--- src/sv/acvp_pkg.sv ---
// Shared types and constants for the ASCII command/value parser.
// No dependencies; every other file but acvp_in_if imports this package.
package acvp_pkg;

    localparam int VALUE_W  = 23;
    localparam int NUM_TAPS = 6;
    localparam int LEN_W    = 4;

    localparam logic [7:0] CHAR_BANG  = 8'h21;
    localparam logic [7:0] CHAR_EQ    = 8'h3D;
    localparam logic [7:0] CHAR_MINUS = 8'h2D;
    localparam logic [7:0] DIGIT_BIAS = 8'd48;

    // A leading minus can negate the largest value, so the floor mirrors the top.
    localparam logic signed [VALUE_W-1:0] VALUE_MIN = -23'sd2299977;
    localparam logic signed [VALUE_W-1:0] VALUE_MAX = 23'sd2299977;

    typedef enum logic [1:0] {
        FORM_NONE,
        FORM_D_DD,
        FORM_DD_DD,
        FORM_DDD_DD
    } t_form;

    // One finished line: taps hold the last characters, tap 0 the newest.
    typedef struct packed {
        logic [7:0]                cmd;
        logic                      neg;
        t_form                     form;
        logic [NUM_TAPS-1:0][7:0]  taps;
    } t_job;

    function automatic logic signed [VALUE_W-1:0] to_digit(input logic [7:0] ch);
        return $signed({{(VALUE_W-8){1'b0}}, ch}) - $signed({{(VALUE_W-8){1'b0}}, DIGIT_BIAS});
    endfunction

endpackage

--- src/sv/acvp_in_if.sv ---
// Byte input channel of the parser: valid/ready handshake plus one byte.
// Depends on no other file.
interface acvp_in_if;
    logic       valid;
    logic       ready;
    logic [7:0] rx_byte;

    modport source (output valid, output rx_byte, input ready);
    modport sink   (input valid, input rx_byte, output ready);
endinterface

--- src/sv/acvp_out_if.sv ---
// Result channel of the parser: command byte and signed value in hundredths.
// Depends on acvp_pkg for the value width.
interface acvp_out_if;
    import acvp_pkg::*;

    logic                      valid;
    logic                      ready;
    logic [7:0]                command_byte;
    logic signed [VALUE_W-1:0] value_hundredths;

    modport source (output valid, output command_byte, output value_hundredths, input ready);
    modport sink   (input valid, input command_byte, input value_hundredths, output ready);
endinterface

--- src/sv/acvp_front.sv ---
// Front end: takes bytes, tracks the line and the value characters, and
// pushes one job per finished line. Depends on acvp_pkg and acvp_in_if.
module acvp_front #(
    parameter int SCAN_LEN = 10
) (
    input  logic             i_clk,
    input  logic             i_rst_n,
    acvp_in_if.sink          i_in,
    input  logic             i_q_full,
    output logic             o_push,
    output acvp_pkg::t_job   o_job
);
    import acvp_pkg::*;

    localparam int CNT_W = $clog2(SCAN_LEN + 1);
    localparam logic [CNT_W-1:0] CNT_MAX = CNT_W'(SCAN_LEN);
    localparam logic [LEN_W-1:0] LEN_MAX = {LEN_W{1'b1}};

    logic [CNT_W-1:0]          r_count, n_count;
    logic [7:0]                r_cmd, n_cmd;
    logic [LEN_W-1:0]          r_len, n_len;
    logic                      r_minus, n_minus;
    logic [NUM_TAPS-1:0][7:0]  r_taps, n_taps;

    logic                      accept;
    logic [7:0]                b;
    logic [LEN_W-1:0]          n_chars;

    assign i_in.ready = !i_q_full;
    assign accept     = i_in.valid && i_in.ready;
    assign b          = i_in.rx_byte;

    // Value length without the sign.
    assign n_chars = r_len - LEN_W'(r_minus);

    always_comb begin
        o_job.cmd  = r_cmd;
        o_job.neg  = r_minus;
        o_job.taps = r_taps;
        o_job.form = FORM_NONE;
        if (r_count < CNT_MAX) begin
            case (n_chars)
                LEN_W'(4): o_job.form = FORM_D_DD;
                LEN_W'(5): o_job.form = FORM_DD_DD;
                LEN_W'(6): o_job.form = FORM_DDD_DD;
                default:   o_job.form = FORM_NONE;
            endcase
        end
    end

    assign o_push = accept && (r_count != '0) && (b == CHAR_BANG);

    always_comb begin
        n_count = r_count;
        n_cmd   = r_cmd;
        n_len   = r_len;
        n_minus = r_minus;
        n_taps  = r_taps;
        if (accept) begin
            if (r_count == '0) begin
                // Command byte; position 0 of the line reads as a zero byte.
                n_cmd   = b;
                n_count = CNT_W'(1);
                n_len   = LEN_W'(1);
                n_minus = 1'b0;
                n_taps  = {r_taps[NUM_TAPS-2:0], 8'h00};
            end else if (b == CHAR_BANG) begin
                n_count = '0;
            end else if (r_count < CNT_MAX) begin
                n_count = r_count + CNT_W'(1);
                if (b == CHAR_EQ) begin
                    n_len   = '0;
                    n_minus = 1'b0;
                end else begin
                    if ((r_len == '0) && (b == CHAR_MINUS)) begin
                        n_minus = 1'b1;
                    end
                    if (r_len != LEN_MAX) begin
                        n_len = r_len + LEN_W'(1);
                    end
                    n_taps = {r_taps[NUM_TAPS-2:0], b};
                end
            end
        end
    end

    always_ff @(posedge i_clk) begin
        if (!i_rst_n) begin
            r_count <= '0;
            r_cmd   <= '0;
            r_len   <= '0;
            r_minus <= 1'b0;
        end else begin
            r_count <= n_count;
            r_cmd   <= n_cmd;
            r_len   <= n_len;
            r_minus <= n_minus;
        end
        r_taps <= n_taps;
    end

endmodule

--- src/sv/acvp_queue.sv ---
// Two-entry job queue between front and back end.
// Depends on acvp_pkg.
module acvp_queue (
    input  logic           i_clk,
    input  logic           i_rst_n,
    input  logic           i_push,
    input  acvp_pkg::t_job i_job,
    output logic           o_full,
    output logic           o_valid,
    output acvp_pkg::t_job o_job,
    input  logic           i_pop
);
    import acvp_pkg::*;

    localparam int DEPTH  = 2;
    localparam int PTR_W  = $clog2(DEPTH);
    localparam int FILL_W = $clog2(DEPTH + 1);

    t_job              r_mem [DEPTH];
    logic [PTR_W-1:0]  r_wr_ptr, r_rd_ptr;
    logic [FILL_W-1:0] r_fill;
    logic              push_en, pop_en;

    assign o_full  = (r_fill == FILL_W'(DEPTH));
    assign o_valid = (r_fill != '0);
    assign o_job   = r_mem[r_rd_ptr];
    assign push_en = i_push && !o_full;
    assign pop_en  = i_pop && o_valid;

    always_ff @(posedge i_clk) begin
        if (push_en) begin
            r_mem[r_wr_ptr] <= i_job;
        end
    end

    always_ff @(posedge i_clk) begin
        if (!i_rst_n) begin
            r_wr_ptr <= '0;
            r_rd_ptr <= '0;
            r_fill   <= '0;
        end else begin
            if (push_en) begin
                r_wr_ptr <= r_wr_ptr + PTR_W'(1);
            end
            if (pop_en) begin
                r_rd_ptr <= r_rd_ptr + PTR_W'(1);
            end
            case ({push_en, pop_en})
                2'b10:   r_fill <= r_fill + FILL_W'(1);
                2'b01:   r_fill <= r_fill - FILL_W'(1);
                default: r_fill <= r_fill;
            endcase
        end
    end

endmodule

--- src/sv/acvp_back.sv ---
// Back end: weights the value characters, sums them and holds the result
// in the output register. Depends on acvp_pkg and acvp_out_if.
module acvp_back (
    input  logic           i_clk,
    input  logic           i_rst_n,
    input  logic           i_job_valid,
    input  acvp_pkg::t_job i_job,
    output logic           o_pop,
    acvp_out_if.source     o_out
);
    import acvp_pkg::*;

    localparam int NUM_TERMS = 5;

    logic                                      r_a_valid;
    logic [7:0]                                r_a_cmd;
    logic                                      r_a_neg;
    logic signed [NUM_TERMS-1:0][VALUE_W-1:0]  r_a_terms, n_a_terms;

    logic                      r_o_valid;
    logic [7:0]                r_o_cmd;
    logic signed [VALUE_W-1:0] r_o_value, n_o_value;

    logic load_out, a_ready;

    assign load_out = r_a_valid && (!r_o_valid || o_out.ready);
    assign a_ready  = !r_a_valid || load_out;
    assign o_pop    = i_job_valid && a_ready;

    // Weight each tap; the tap in the decimal point place is skipped.
    always_comb begin
        n_a_terms = '0;
        if (i_job.form != FORM_NONE) begin
            n_a_terms[0] = to_digit(i_job.taps[0]);
            n_a_terms[1] = to_digit(i_job.taps[1]) * 23'sd10;
            n_a_terms[2] = to_digit(i_job.taps[3]) * 23'sd100;
        end
        if ((i_job.form == FORM_DD_DD) || (i_job.form == FORM_DDD_DD)) begin
            n_a_terms[3] = to_digit(i_job.taps[4]) * 23'sd1000;
        end
        if (i_job.form == FORM_DDD_DD) begin
            n_a_terms[4] = to_digit(i_job.taps[5]) * 23'sd10000;
        end
    end

    always_comb begin
        logic signed [VALUE_W-1:0] sum;
        sum = r_a_terms[0] + r_a_terms[1] + r_a_terms[2] + r_a_terms[3] + r_a_terms[4];
        n_o_value = r_a_neg ? -sum : sum;
    end

    always_ff @(posedge i_clk) begin
        if (!i_rst_n) begin
            r_a_valid <= 1'b0;
            r_o_valid <= 1'b0;
        end else begin
            if (a_ready) begin
                r_a_valid <= i_job_valid;
            end
            if (load_out) begin
                r_o_valid <= 1'b1;
            end else if (o_out.ready) begin
                r_o_valid <= 1'b0;
            end
        end
        if (o_pop) begin
            r_a_cmd   <= i_job.cmd;
            r_a_neg   <= i_job.neg;
            r_a_terms <= n_a_terms;
        end
        if (load_out) begin
            r_o_cmd   <= r_a_cmd;
            r_o_value <= n_o_value;
        end
    end

    assign o_out.valid            = r_o_valid;
    assign o_out.command_byte     = r_o_cmd;
    assign o_out.value_hundredths = r_o_value;

endmodule

--- src/sv/ascii_command_value_parser_top.sv ---
// Top level of the ASCII command/value parser.
// Depends on acvp_pkg, acvp_in_if, acvp_out_if, acvp_front, acvp_queue, acvp_back.
//
//  Channel   Direction  Word                              Handshake
//  i_in      in         rx_byte[7:0]                      valid/ready
//  o_out     out        command_byte[7:0],                valid/ready
//                       value_hundredths[22:0] signed
//
// One byte is taken every cycle while the job queue has room; the queue only
// fills when the result side holds off ready.
// Once the '!' that ends its line is taken, a result passes through the queue,
// the weighting stage and the summing stage, each of them registered.
// Reset is synchronous and active low; it empties the queue and the pipeline
// and starts a fresh line. The line state needs no clearing pass.
// Stalls on the output side back up through the queue into i_in.ready.
module ascii_command_value_parser_top #(
    parameter int SCAN_LEN = 10
) (
    input  logic        i_clk,
    input  logic        i_rst_n,
    acvp_in_if.sink     i_in,
    acvp_out_if.source  o_out
);
    import acvp_pkg::*;

    // Jobs from the front end into the queue
    logic  push;
    t_job  push_job;
    logic  q_full;

    // Jobs from the queue into the back end
    logic  q_valid;
    t_job  q_job;
    logic  pop;

    // Classify bytes, track the value characters, push finished lines
    acvp_front #(
        .SCAN_LEN (SCAN_LEN)
    ) u_front (
        .i_clk    (i_clk),
        .i_rst_n  (i_rst_n),
        .i_in     (i_in),
        .i_q_full (q_full),
        .o_push   (push),
        .o_job    (push_job)
    );

    // Hold finished lines while the back end is busy
    acvp_queue u_queue (
        .i_clk   (i_clk),
        .i_rst_n (i_rst_n),
        .i_push  (push),
        .i_job   (push_job),
        .o_full  (q_full),
        .o_valid (q_valid),
        .o_job   (q_job),
        .i_pop   (pop)
    );

    // Compute the value and present the result word
    acvp_back u_back (
        .i_clk       (i_clk),
        .i_rst_n     (i_rst_n),
        .i_job_valid (q_valid),
        .i_job       (q_job),
        .o_pop       (pop),
        .o_out       (o_out)
    );

endmodule

--- src/flat_wrapper.sv ---
// flat-port wrapper written by rule: the top's interface ports become plain ports
module ascii_command_value_parser_top_flat import acvp_pkg::*;
#(
    parameter int SCAN_LEN = 10
)
  (i_clk, i_rst_n, i_in_valid, i_in_rx_byte, i_in_ready, o_out_valid, o_out_command_byte, o_out_value_hundredths, o_out_ready);
  acvp_in_if i_in_i ();
  acvp_out_if o_out_i ();
  input  logic i_clk;
  input  logic i_rst_n;
  input wire logic [$bits(i_in_i.valid)-1:0] i_in_valid;
  input wire logic [$bits(i_in_i.rx_byte)-1:0] i_in_rx_byte;
  output wire logic [$bits(i_in_i.ready)-1:0] i_in_ready;
  output wire logic [$bits(o_out_i.valid)-1:0] o_out_valid;
  output wire logic [$bits(o_out_i.command_byte)-1:0] o_out_command_byte;
  output wire logic [$bits(o_out_i.value_hundredths)-1:0] o_out_value_hundredths;
  input wire logic [$bits(o_out_i.ready)-1:0] o_out_ready;
  assign i_in_i.valid = i_in_valid;
  assign i_in_i.rx_byte = i_in_rx_byte;
  assign i_in_ready = i_in_i.ready;
  assign o_out_valid = o_out_i.valid;
  assign o_out_command_byte = o_out_i.command_byte;
  assign o_out_value_hundredths = o_out_i.value_hundredths;
  assign o_out_i.ready = o_out_ready;
  ascii_command_value_parser_top #(.SCAN_LEN(SCAN_LEN)) u_core (.i_clk(i_clk), .i_rst_n(i_rst_n), .i_in(i_in_i), .o_out(o_out_i));
endmodule
--- config.mk ---
export PLATFORM = sky130hd
export DESIGN_NAME = ascii_command_value_parser_top_flat
export DESIGN_NICKNAME = d
export VERILOG_FILES = /design/src/sv/acvp_pkg.sv /design/src/sv/acvp_in_if.sv /design/src/sv/acvp_out_if.sv /design/src/sv/acvp_front.sv /design/src/sv/acvp_queue.sv /design/src/sv/acvp_back.sv /design/src/sv/ascii_command_value_parser_top.sv /design/src/flat_wrapper.sv
export SDC_FILE = /design/constraint.sdc
export NUM_CORES = 1
export LEC_CHECK = 0
export BUFFER_PORTS_ARGS = -buffer_cell sky130_fd_sc_hd__buf_2
export CORE_ASPECT_RATIO = 1.1
export CORE_MARGIN = 2
export CORE_UTILIZATION = 40
export CTS_CLUSTER_SIZE = 30
export DETAILED_ROUTE_END_ITERATION = 8
export GPL_ROUTABILITY_DRIVEN = 0
export HOLD_SLACK_MARGIN = 0.03
export PLACE_DENSITY = 0.57
export SLEW_MARGIN = 20
export SYNTH_ARGS = -nofsm -noshare
export SYNTH_HDL_FRONTEND = slang
export SYNTH_SLANG_ARGS = --single-unit
--- constraint.sdc ---
create_clock -name i_clk -period 7.36 [get_ports i_clk]
set_input_delay 1.472 -clock i_clk [delete_from_list [all_inputs] [get_ports i_clk]]
set_output_delay 1.472 -clock i_clk [all_outputs]
set_load 0.01 [all_outputs]
* Word-level counts from Yosys, hierarchy flattened *
Memory sizes are Yosys's and may differ from the RTL's. A register that Yosys moved wholly into a read port is not among the register bits.
Index checks and enable logic that the tools add are counted.

storage, ports and cells
  register bits = 226
  memory bits (writable) = 118
  output and inout bits = 33
  memories kept = 1

memories
  memory                words  width  rd ports  clocked after memory_dff  write ports  RTL line          text
  u_core.u_queue.r_mem  2      59     1         1                         1            acvp_queue.sv:19  t_job r_mem [DEPTH];

cells by class
  add/subtract/negate cells = 17
  multipliers = 4
  order comparisons = 1
  equal/unequal tests = 14
  mux-type cells = 27
  reduce and logical (&&, ||, !) cells = 30

operators by type and width
  operator                                                                count
  48-bit 2-to-1 mux                                                       4
  23-bit adder                                                            4
  8-bit by 6-bit subtractor with 9-bit output (second input constant)     5
  4-bit 2-to-1 mux                                                        8
  8-bit by 6-bit equality test with 1-bit output (second input constant)  3
  23-bit 2-to-1 mux                                                       1
  23-bit negator                                                          1
  9-bit by 11-bit multiplier with 19-bit output (second input constant)   1
  9-bit by 8-bit multiplier with 17-bit output (second input constant)    1
  9-bit by 6-bit multiplier with 15-bit output (second input constant)    1
  9-bit by 4-bit multiplier with 13-bit output (second input constant)    1
  4-bit by 3-bit equality test with 1-bit output (second input constant)  3
  4-bit AND reduction                                                     3
  1-bit 2-to-1 mux                                                        11
  2-bit nonzero test                                                      5
  3-bit nonzero test                                                      3
  4-bit by 1-bit adder with 4-bit output (second input constant)          2
  2-bit equality test (second input constant)                             4
  1-bit logical AND                                                       8
  4-bit logical NOT                                                       2
  2-bit case mux with 3 select lines                                      1
  4-bit < comparator (second input constant)                              1
  2-bit inequality test (second input constant)                           2
  4-bit inequality test (second input constant)                           1
  other kinds (11)                                                        17

* Longest topological paths before layout *
Gate-level depths: netlist (run 1).

  word-level depth = 8
  depth in mapped cells = 23

* Hierarchy *
From an unflattened synthesis (run 1), not the netlist that was laid out.

unflattened totals
  cell total of the unflattened synthesis = 1457
  area total of the unflattened synthesis = 18630.4 um^2

modules (own cells, without submodules)
  module      times used  cells each  area each (um^2)  seq. area each (um^2)
  acvp_back   1           1068        11658.7           3613.5
  acvp_queue  1           210         4489.3            3643.5
  acvp_front  1           179         2482.4            1781.7

* Least setup slack after synthesis (run 1) *
No wires, ideal clock.

  path type = input port to flip-flop
  start point = input port o_out_ready
  end point = register u_core.u_queue.r_fill[1]
  setup time = 0.076 ns
  arrival = 6.921 ns
  data required time = 7.284 ns
  path slack = 0.363 ns
  stages = 5
  path buffers = 0
  cell sequence = nor2b_1 > a21oi_1 > ha_1 > or3_1 > a21boi_0

between the ends
  word-level cells in the longest chain between the ends = 7
  elaborated cells on any way between the ends = 9
  those cells by class = 2 x eq/ne; 1 x mux; 6 x reduce/logical

ends and longest elaborated chain
  item                                                                                   RTL line                              text
  from (decl)                                                                            flat_wrapper.sv:17                    input wire logic [$bits(o_out_i.ready)-1:0] o_out_ready;
  1-bit logical OR (*)                                                                   acvp_back.sv:26                       assign load_out = r_a_valid && (!r_o_valid || o_out.ready);
  1-bit logical AND (*)                                                                  acvp_back.sv:26
  1-bit logical OR (*)                                                                   acvp_back.sv:27                       assign a_ready = !r_a_valid || load_out;
  1-bit logical AND (*)                                                                  acvp_back.sv:28                       assign o_pop = i_job_valid && a_ready;
  net u_core.pop                                                                         ascii_command_value_parser_top.sv:34  logic pop;
  1-bit logical AND (*)                                                                  acvp_queue.sv:28                      assign pop_en = i_pop && o_valid;
  2-bit by 1-bit equality test with 1-bit output or 2-bit equality test (tied branches)  acvp_queue.sv:48                      case ({push_en, pop_en})
  2-bit case mux with 2 select lines or 2-bit nonzero test (tied branches)               --
  to (signal assigned)                                                                   acvp_queue.sv:49                      2'b10: r_fill <= r_fill + FILL_W'(1);
  to (signal assigned)                                                                   acvp_queue.sv:50                      2'b01: r_fill <= r_fill - FILL_W'(1);
  to (signal assigned)                                                                   acvp_queue.sv:51                      default: r_fill <= r_fill;
  to (decl)                                                                              acvp_queue.sv:21                      logic [FILL_W-1:0] r_fill;

The timed path passes the listed nets; every way through them passes the cells marked *.
A chain may end at the register's enable or synchronous reset.

==> run metrics, run 1 <==
fin crit period 6230 ps; largest stage delay on the critical path 740 ps; WS Path Type reg -> reg; post-synthesis cell area 17,530 µm²; top cell type's share of synthesized area 45.04%; CTS sink count 287; final hold violations 0; Crit-path slowest cell sky130_fd_sc_hd__dfxtp_2; Max-Cap Viols 0; number of nets still failing antenna checks after routing 0; die area 45,530 µm²; vertical extent of the die 223.6 µm; mean instance size in the synthesized netlist 12.16 µm²; post-synth top area cell sky130_fd_sc_hd__edfxtp_1; ANT cells 0; crit end category register; final setup violation count 0; Post-CTS Repair Setup Buffers 0; CTS tree yes; number of buffers created by CTS 34; unrepaired setup endpoints after global routing false; IO buf count 44; gate count after technology mapping 1,442; final-layout fill cell count 3,904; initial antenna violation count 0; FF+latch count, synth 287; area of the core 43,340 µm²; count of final max-slew check failures 0; Pre-antenna DRT Iters 5; fraction of registers with async set/reset 0%; Congestion Overflow GR 0; most frequent cells in the layout 263 x sky130_fd_sc_hd__edfxtp_1, 261 x sky130_fd_sc_hd__inv_1, 165 x sky130_fd_sc_hd__ha_1, 104 x sky130_fd_sc_hd__fa_1, 87 x sky130_fd_sc_hd__nor2_1; area share of and/or/nand/nor cells after synthesis 7.571%; wire length per cell after detailed routing 15.50 µm; leading cell type in the layout, fill and taps excluded sky130_fd_sc_hd__edfxtp_1; post-CTS clock slew at the launch and capture registers of the worst setup and hold paths 60 ps; Hold/Removal Path Class reg -> reg; YS warnings 0; clock tree root driver cell sky130_fd_sc_hd__clkbuf_16; layout cells sized above 1 10.13%; main combinational cell family by area after synthesis adder cells; std cell rows 80; Final nets 1,786; share of the synthesized netlist area taken by xor and xnor gates 4.396%; compound-cell area share of the yosys netlist 6.915%; largest buffer count on any clock path 3; final worst clock skew 24.50 ps; transition time at the pin with the least slew margin 1001 ps; Initial Util 40.46%; CP max FO 26; number of global-route vias before repair 10,459; predominant post-synthesis flop cell sky130_fd_sc_hd__edfxtp_1; largest cells by area after synthesis sky130_fd_sc_hd__edfxtp_1 45%, sky130_fd_sc_hd__fa_1 12%, sky130_fd_sc_hd__ha_1 12%, sky130_fd_sc_hd__inv_1 5.6%, sky130_fd_sc_hd__xnor2_1 3.1%; via total after detailed routing 9,939; result of the run completed; fraction of synthesized area in multiplexers 3.546%; slew margin rel. 31.33%; HPWL after detailed placement 25,370 µm; crit share post-route 84.64%; relative area change from synthesis to final layout 11.80%; Arr. time, crit path 6590 ps; register area share after synthesis 47.78%; most prevalent standard cell on the critical path sky130_fd_sc_hd__fa_1; Detailed Route Iter0 Violations 397; startpoint kind of the worst setup timing path register; count of cell types in the netlist 67; ratio of routed vias to standard cells 4.724; die span in x 203.6 µm; hold buffer count at cts 0; synthesized-area fraction occupied by adder cells 23.65%; post-route DRC violation count 0; count of cells resized by post-cts repair 0; boundary pin count 45; chain of cells forming the critical path mux2i_1 -> inv_1 -> ha_1 -> or2_2 -> inv_1 -> fa_1 -> fa_1 -> fa_1 -> fa_1 -> ha_1 -> ha_1 -> inv_1 -> o21bai_1 -> a21oi_1 -> o21bai_1 -> a21o_1 -> a31oi_1 -> mux2i_1; routed wire length 32,610 µm; number of H-tree levels 2; maximum number of pins on one net before global-route repair 75; aggregate negative setup slack 0 ps; GRT Util Overall 14.96%; number of synthesized flops with an enable pin 263; wire length of the first global-routing pass 53,920 µm; critical path required time 7720 ps; clock latency of the later-clocked register in the worst-skew pair 530 ps; total nets after synthesis 1,723; fmax 0.1605 GHz
## worst max-delay path: cells and delay by family, from the launching register on
family	cells	cell delay (ps)
AO/OA/AOI/OAI	5	860
adder cells (fa/ha/maj)	7	2860
buffers and inverters	3	470
flip-flops	1	740
multiplexers	2	780
AND/OR/NAND/NOR	1	340
## final cells by class
cell class | instances | area (µm²) | share of cell area (%)
inverters | 261 | 979.7 | 4.997
multi-input cells | 870 | 8125 | 41.45
clock inverters | 22 | 259.0 | 1.321
clock buffers | 39 | 869.6 | 4.436
flip-flops and latches | 287 | 8379 | 42.74
well taps | 574 | 718.2 | 3.664
repair buffers | 51 | 272.8 | 1.391
## final timing paths
| kind | start | slack, ps | end | cells after the start |
|---|---|---|---|---|
| worst min-delay path | u_core.u_back.r_a_cmd[4] | 410 | u_core.u_back.o_out.command_byte[4] | 0 |
| worst max-delay path | register | 1130 | u_core.u_back.r_a_terms[113] | 18 |
| worst min register to register | u_core.u_back.r_a_cmd[4] | 410 | u_core.u_back.o_out.command_byte[4] | 0 |
| worst max register to register | register | 1130 | u_core.u_back.r_a_terms[113] | 18 |
## Yosys cell counts (2+ instances only)
cell and count:
sky130_fd_sc_hd__edfxtp_1 263, sky130_fd_sc_hd__inv_1 261, sky130_fd_sc_hd__ha_1 165, sky130_fd_sc_hd__fa_1 104, sky130_fd_sc_hd__nor2_1 88, sky130_fd_sc_hd__xnor2_1 62, sky130_fd_sc_hd__nand2_1 61, sky130_fd_sc_hd__a21oi_1 58
sky130_fd_sc_hd__and2_1 40, sky130_fd_sc_hd__mux2i_1 34, sky130_fd_sc_hd__o21ai_0 32, sky130_fd_sc_hd__xor2_1 26, sky130_fd_sc_hd__mux2_2 25, sky130_fd_sc_hd__dfxtp_1 24, sky130_fd_sc_hd__and3_1 18, sky130_fd_sc_hd__clkbuf_1 17
sky130_fd_sc_hd__nand3_1 17, sky130_fd_sc_hd__o21bai_1 16, sky130_fd_sc_hd__a21o_1 14, sky130_fd_sc_hd__a21boi_0 11, sky130_fd_sc_hd__nor2b_1 9, sky130_fd_sc_hd__nor3_1 9, sky130_fd_sc_hd__a31oi_1 6, sky130_fd_sc_hd__nand4_1 6
sky130_fd_sc_hd__or3_1 6, sky130_fd_sc_hd__nand2b_1 5, sky130_fd_sc_hd__o31ai_1 5, sky130_fd_sc_hd__a211oi_1 4, sky130_fd_sc_hd__buf_1 4, sky130_fd_sc_hd__or2_2 4, sky130_fd_sc_hd__a21o_2 3, sky130_fd_sc_hd__buf_2 3
sky130_fd_sc_hd__a211oi_2 2, sky130_fd_sc_hd__a22oi_1 2, sky130_fd_sc_hd__a41oi_1 2, sky130_fd_sc_hd__nor4b_1 2, sky130_fd_sc_hd__o211ai_1 2, sky130_fd_sc_hd__o21a_1 2, sky130_fd_sc_hd__o22ai_1 2
## registers in the layout, summed over array words and instances (netlist names), 2 cells and up, named ones only
| register | count |
|---|---|
| u_core.u_queue.r_fill | 2 |
| u_core.u_queue.r_mem | 102 |
| u_core.u_front.r_count | 4 |
| u_core.u_front.r_cmd | 8 |
| u_core.u_back.r_a_cmd | 8 |
| u_core.u_front.r_len | 4 |
| u_core.u_back.r_a_terms | 73 |
| u_core.u_front.o_job | 48 |
| u_core.u_back.o_out.value_hundredths | 23 |
| u_core.u_back.o_out.command_byte | 8 |
## logic make-up after synthesis
group,count (synthesis)
compound gates,181
xor+xnor,88
fa+ha+maj,269
buf+inv,285
flops,287
mux,59
other cells,1
simple gates,272
## metrics by stage
| step | hold slack, ps | cell area, µm² | setup WS, ps | instances | util [%] |
|---|---|---|---|---|---|
| floorplan | 400.3 | 17530 | 363.2 | 1442 | - |
| global placement | 402.8 | 18480 | 1337 | 2043 | 42.63 |
| detailed placement | 406.2 | 18480 | 1111 | 2043 | 42.63 |
| CTS | 418.1 | 19600 | 1088 | 2104 | 45.23 |
| global route | 422.0 | 19600 | 735.5 | 2104 | 45.23 |
| finish | 414.6 | 19600 | 1130 | 2104 | 45.23 |
## metal layers
metal | track usage (%) | share of wire [%] | vias up
li1 | - | - | 5004
met1 | 18.49 | 44 | 4779
met2 | 26.93 | 51 | 111
met3 | 2.284 | 2.7 | 45
met4 | 4.380 | 2.3 | 0
met5 | 0 | 0 | -
Power of run 1 is not shown: default switching activity piles up to over one toggle a cycle in this logic, so the estimate is an artifact.
==> inputs of run 2 (changes only) <==
--- a/config.mk
+++ b/config.mk
@@ -13,7 +13,7 @@
 export DETAILED_ROUTE_END_ITERATION = 8
 export GPL_ROUTABILITY_DRIVEN = 0
 export HOLD_SLACK_MARGIN = 0.03
-export PLACE_DENSITY = 0.57
+export PLACE_DENSITY = 0.55
 export SLEW_MARGIN = 20
 export SYNTH_ARGS = -nofsm -noshare
 export SYNTH_HDL_FRONTEND = slang
==> constraint.sdc (replaced) <==
create_clock -name i_clk -period 6.3 [get_ports i_clk]
set_input_delay 1.26 -clock i_clk [delete_from_list [all_inputs] [get_ports i_clk]]
set_output_delay 1.26 -clock i_clk [all_outputs]
set_load 0.01 [all_outputs]
==> run metrics, run 2 (synthesis results as in run 1) <==
area of the core 43,340 µm² (unchanged); layout cells sized above 1 10.10% (was 10.13%); result of the run completed (unchanged); wire length of the first global-routing pass 53,840 µm (was 53,920 µm); relative area change from synthesis to final layout 11.98% (was 11.80%); crit share post-route 87.80% (was 84.64%); largest buffer count on any clock path 3 (unchanged); crit end category register (unchanged); CP max FO 19 (was 26); number of H-tree levels 2 (unchanged); chain of cells forming the critical path buf_4 -> mux2i_1 -> inv_1 -> ha_1 -> nor2_1 -> buf_4 -> ha_1 -> xor2_1 -> fa_1 -> fa_1 -> fa_1 -> ha_1 -> and3_1 -> a211oi_1 -> xnor2_1 -> nor2_1 (was mux2i_1 -> inv_1 -> ha_1 -> or2_2 -> inv_1 -> fa_1 -> fa_1 -> fa_1 -> fa_1 -> ha_1 -> ha_1 -> inv_1 -> o21bai_1 -> a21oi_1 -> o21bai_1 -> a21o_1 -> a31oi_1 -> mux2i_1); largest stage delay on the critical path 510 ps (was 740 ps); clock tree root driver cell sky130_fd_sc_hd__clkbuf_16 (unchanged); count of final max-slew check failures 0 (unchanged); most frequent cells in the layout 263 x sky130_fd_sc_hd__edfxtp_1, 261 x sky130_fd_sc_hd__inv_1, 165 x sky130_fd_sc_hd__ha_1, 104 x sky130_fd_sc_hd__fa_1, 87 x sky130_fd_sc_hd__nor2_1 (unchanged); number of buffers and inverters on the critical path 3 (unchanged); unrepaired setup endpoints after global routing false (unchanged); final setup violation count 0 (unchanged); routed wire length 32,790 µm (was 32,610 µm); number of global-route vias before repair 10,413 (was 10,459); aggregate negative setup slack 0 ps (unchanged); Initial Util 40.46% (unchanged); Largest register FFs 102 (unchanged); initial antenna violation count 0 (unchanged); post-route DRC violation count 0 (unchanged); WS Path Type reg -> reg (unchanged); fmax 0.1808 GHz (was 0.1605 GHz); number of buffers created by CTS 34 (unchanged); slew margin rel. 42.53% (was 31.33%); vertical extent of the die 223.6 µm (unchanged); Final nets 1,792 (was 1,786); fin crit period 5531 ps (was 6230 ps); die area 45,530 µm² (unchanged); register ranked first by flip-flop count u_core.u_queue.r_mem (unchanged); Top Family by Delay on Critical Path adder cells (unchanged); ANT cells 0 (unchanged); final worst clock skew 14.38 ps (was 24.50 ps); Hold/Removal Path Class reg -> reg (unchanged); startpoint kind of the worst setup timing path register (unchanged); Crit-path slowest cell sky130_fd_sc_hd__fa_1 (was sky130_fd_sc_hd__dfxtp_2); CTS sink count 287 (unchanged); CTS tree yes (unchanged); Pre-antenna DRT Iters 5 (unchanged); std cell rows 80 (unchanged); GRT Util Overall 15.09% (was 14.96%); Arr. time, crit path 5820 ps (was 6590 ps); post-CTS clock slew at the launch and capture registers of the worst setup and hold paths 60 ps (about the same); count of cells resized by post-cts repair 0 (unchanged); leading cell type in the layout, fill and taps excluded sky130_fd_sc_hd__edfxtp_1 (unchanged); maximum number of pins on one net before global-route repair 67 (was 75); ratio of routed vias to standard cells 4.755 (was 4.724); via total after detailed routing 10,029 (was 9,939); HPWL after detailed placement 25,370 µm (about the same); Detailed Route Iter0 Violations 351 (was 397); Max-Cap Viols 0 (unchanged); critical path required time 6590 ps (was 7720 ps); clock latency of the later-clocked register in the worst-skew pair 540 ps (was 530 ps); boundary pin count 45 (unchanged); transition time at the pin with the least slew margin 860.2 ps (was 1001 ps); IO buf count 44 (unchanged); wire length per cell after detailed routing 15.55 µm (was 15.50 µm); Congestion Overflow GR 0 (unchanged); number of nets still failing antenna checks after routing 0 (unchanged); die span in x 203.6 µm (unchanged); final hold violations 0 (unchanged); Post-CTS Repair Setup Buffers 0 (unchanged); hold buffer count at cts 0 (unchanged)
-- run 2: final timing paths --
path,startpoint,to,slack (ps),depth (start not counted)
worst max register to register,register,u_core.u_back.r_a_terms[85],770,16
worst min register to register,u_core.u_front.o_job[23],u_core.u_front.o_job[31],420,0
worst max-delay path,register,u_core.u_back.r_a_terms[85],770,16
worst min-delay path,u_core.u_front.o_job[23],u_core.u_front.o_job[31],420,0
-- run 2: metrics by stage --
stage / std cells / cell area, µm² / hold slack, ps / setup WS (ps) / util [%]
floorplan: 1442 / 17540 / 400.3 / 407.4 / -
global placement: 2049 / 18520 / 401.5 / 830.1 / 42.72
detailed placement: 2049 / 18520 / 404.5 / 745.2 / 42.72
CTS: 2109 / 19640 / 418.1 / 735.6 / 45.30
global route: 2109 / 19640 / 423.5 / 273.7 / 45.30
finish: 2109 / 19640 / 416.7 / 768.7 / 45.30
-- run 2: final cells by class --
type	count	area (µm²)
Timing Repair Buffer	57	317.8
Sequential cell	287	8379
Multi-Input combinational cell	870	8120
Clock inverter	20	246.5
Clock buffer	40	873.3
Fill cell	3970	23710
Inverter	261	979.7
Tap cell	574	718.2
-- run 2: routing by layer --
layer | part of all wire, % | global-route usage [%]
met5 | 0 | 0
met1 | 44 | 18.60
met2 | 51 | 26.82
met3 | 2.7 | 2.691
met4 | 2.6 | 4.662
Power of run 2 is left out for the same reason.
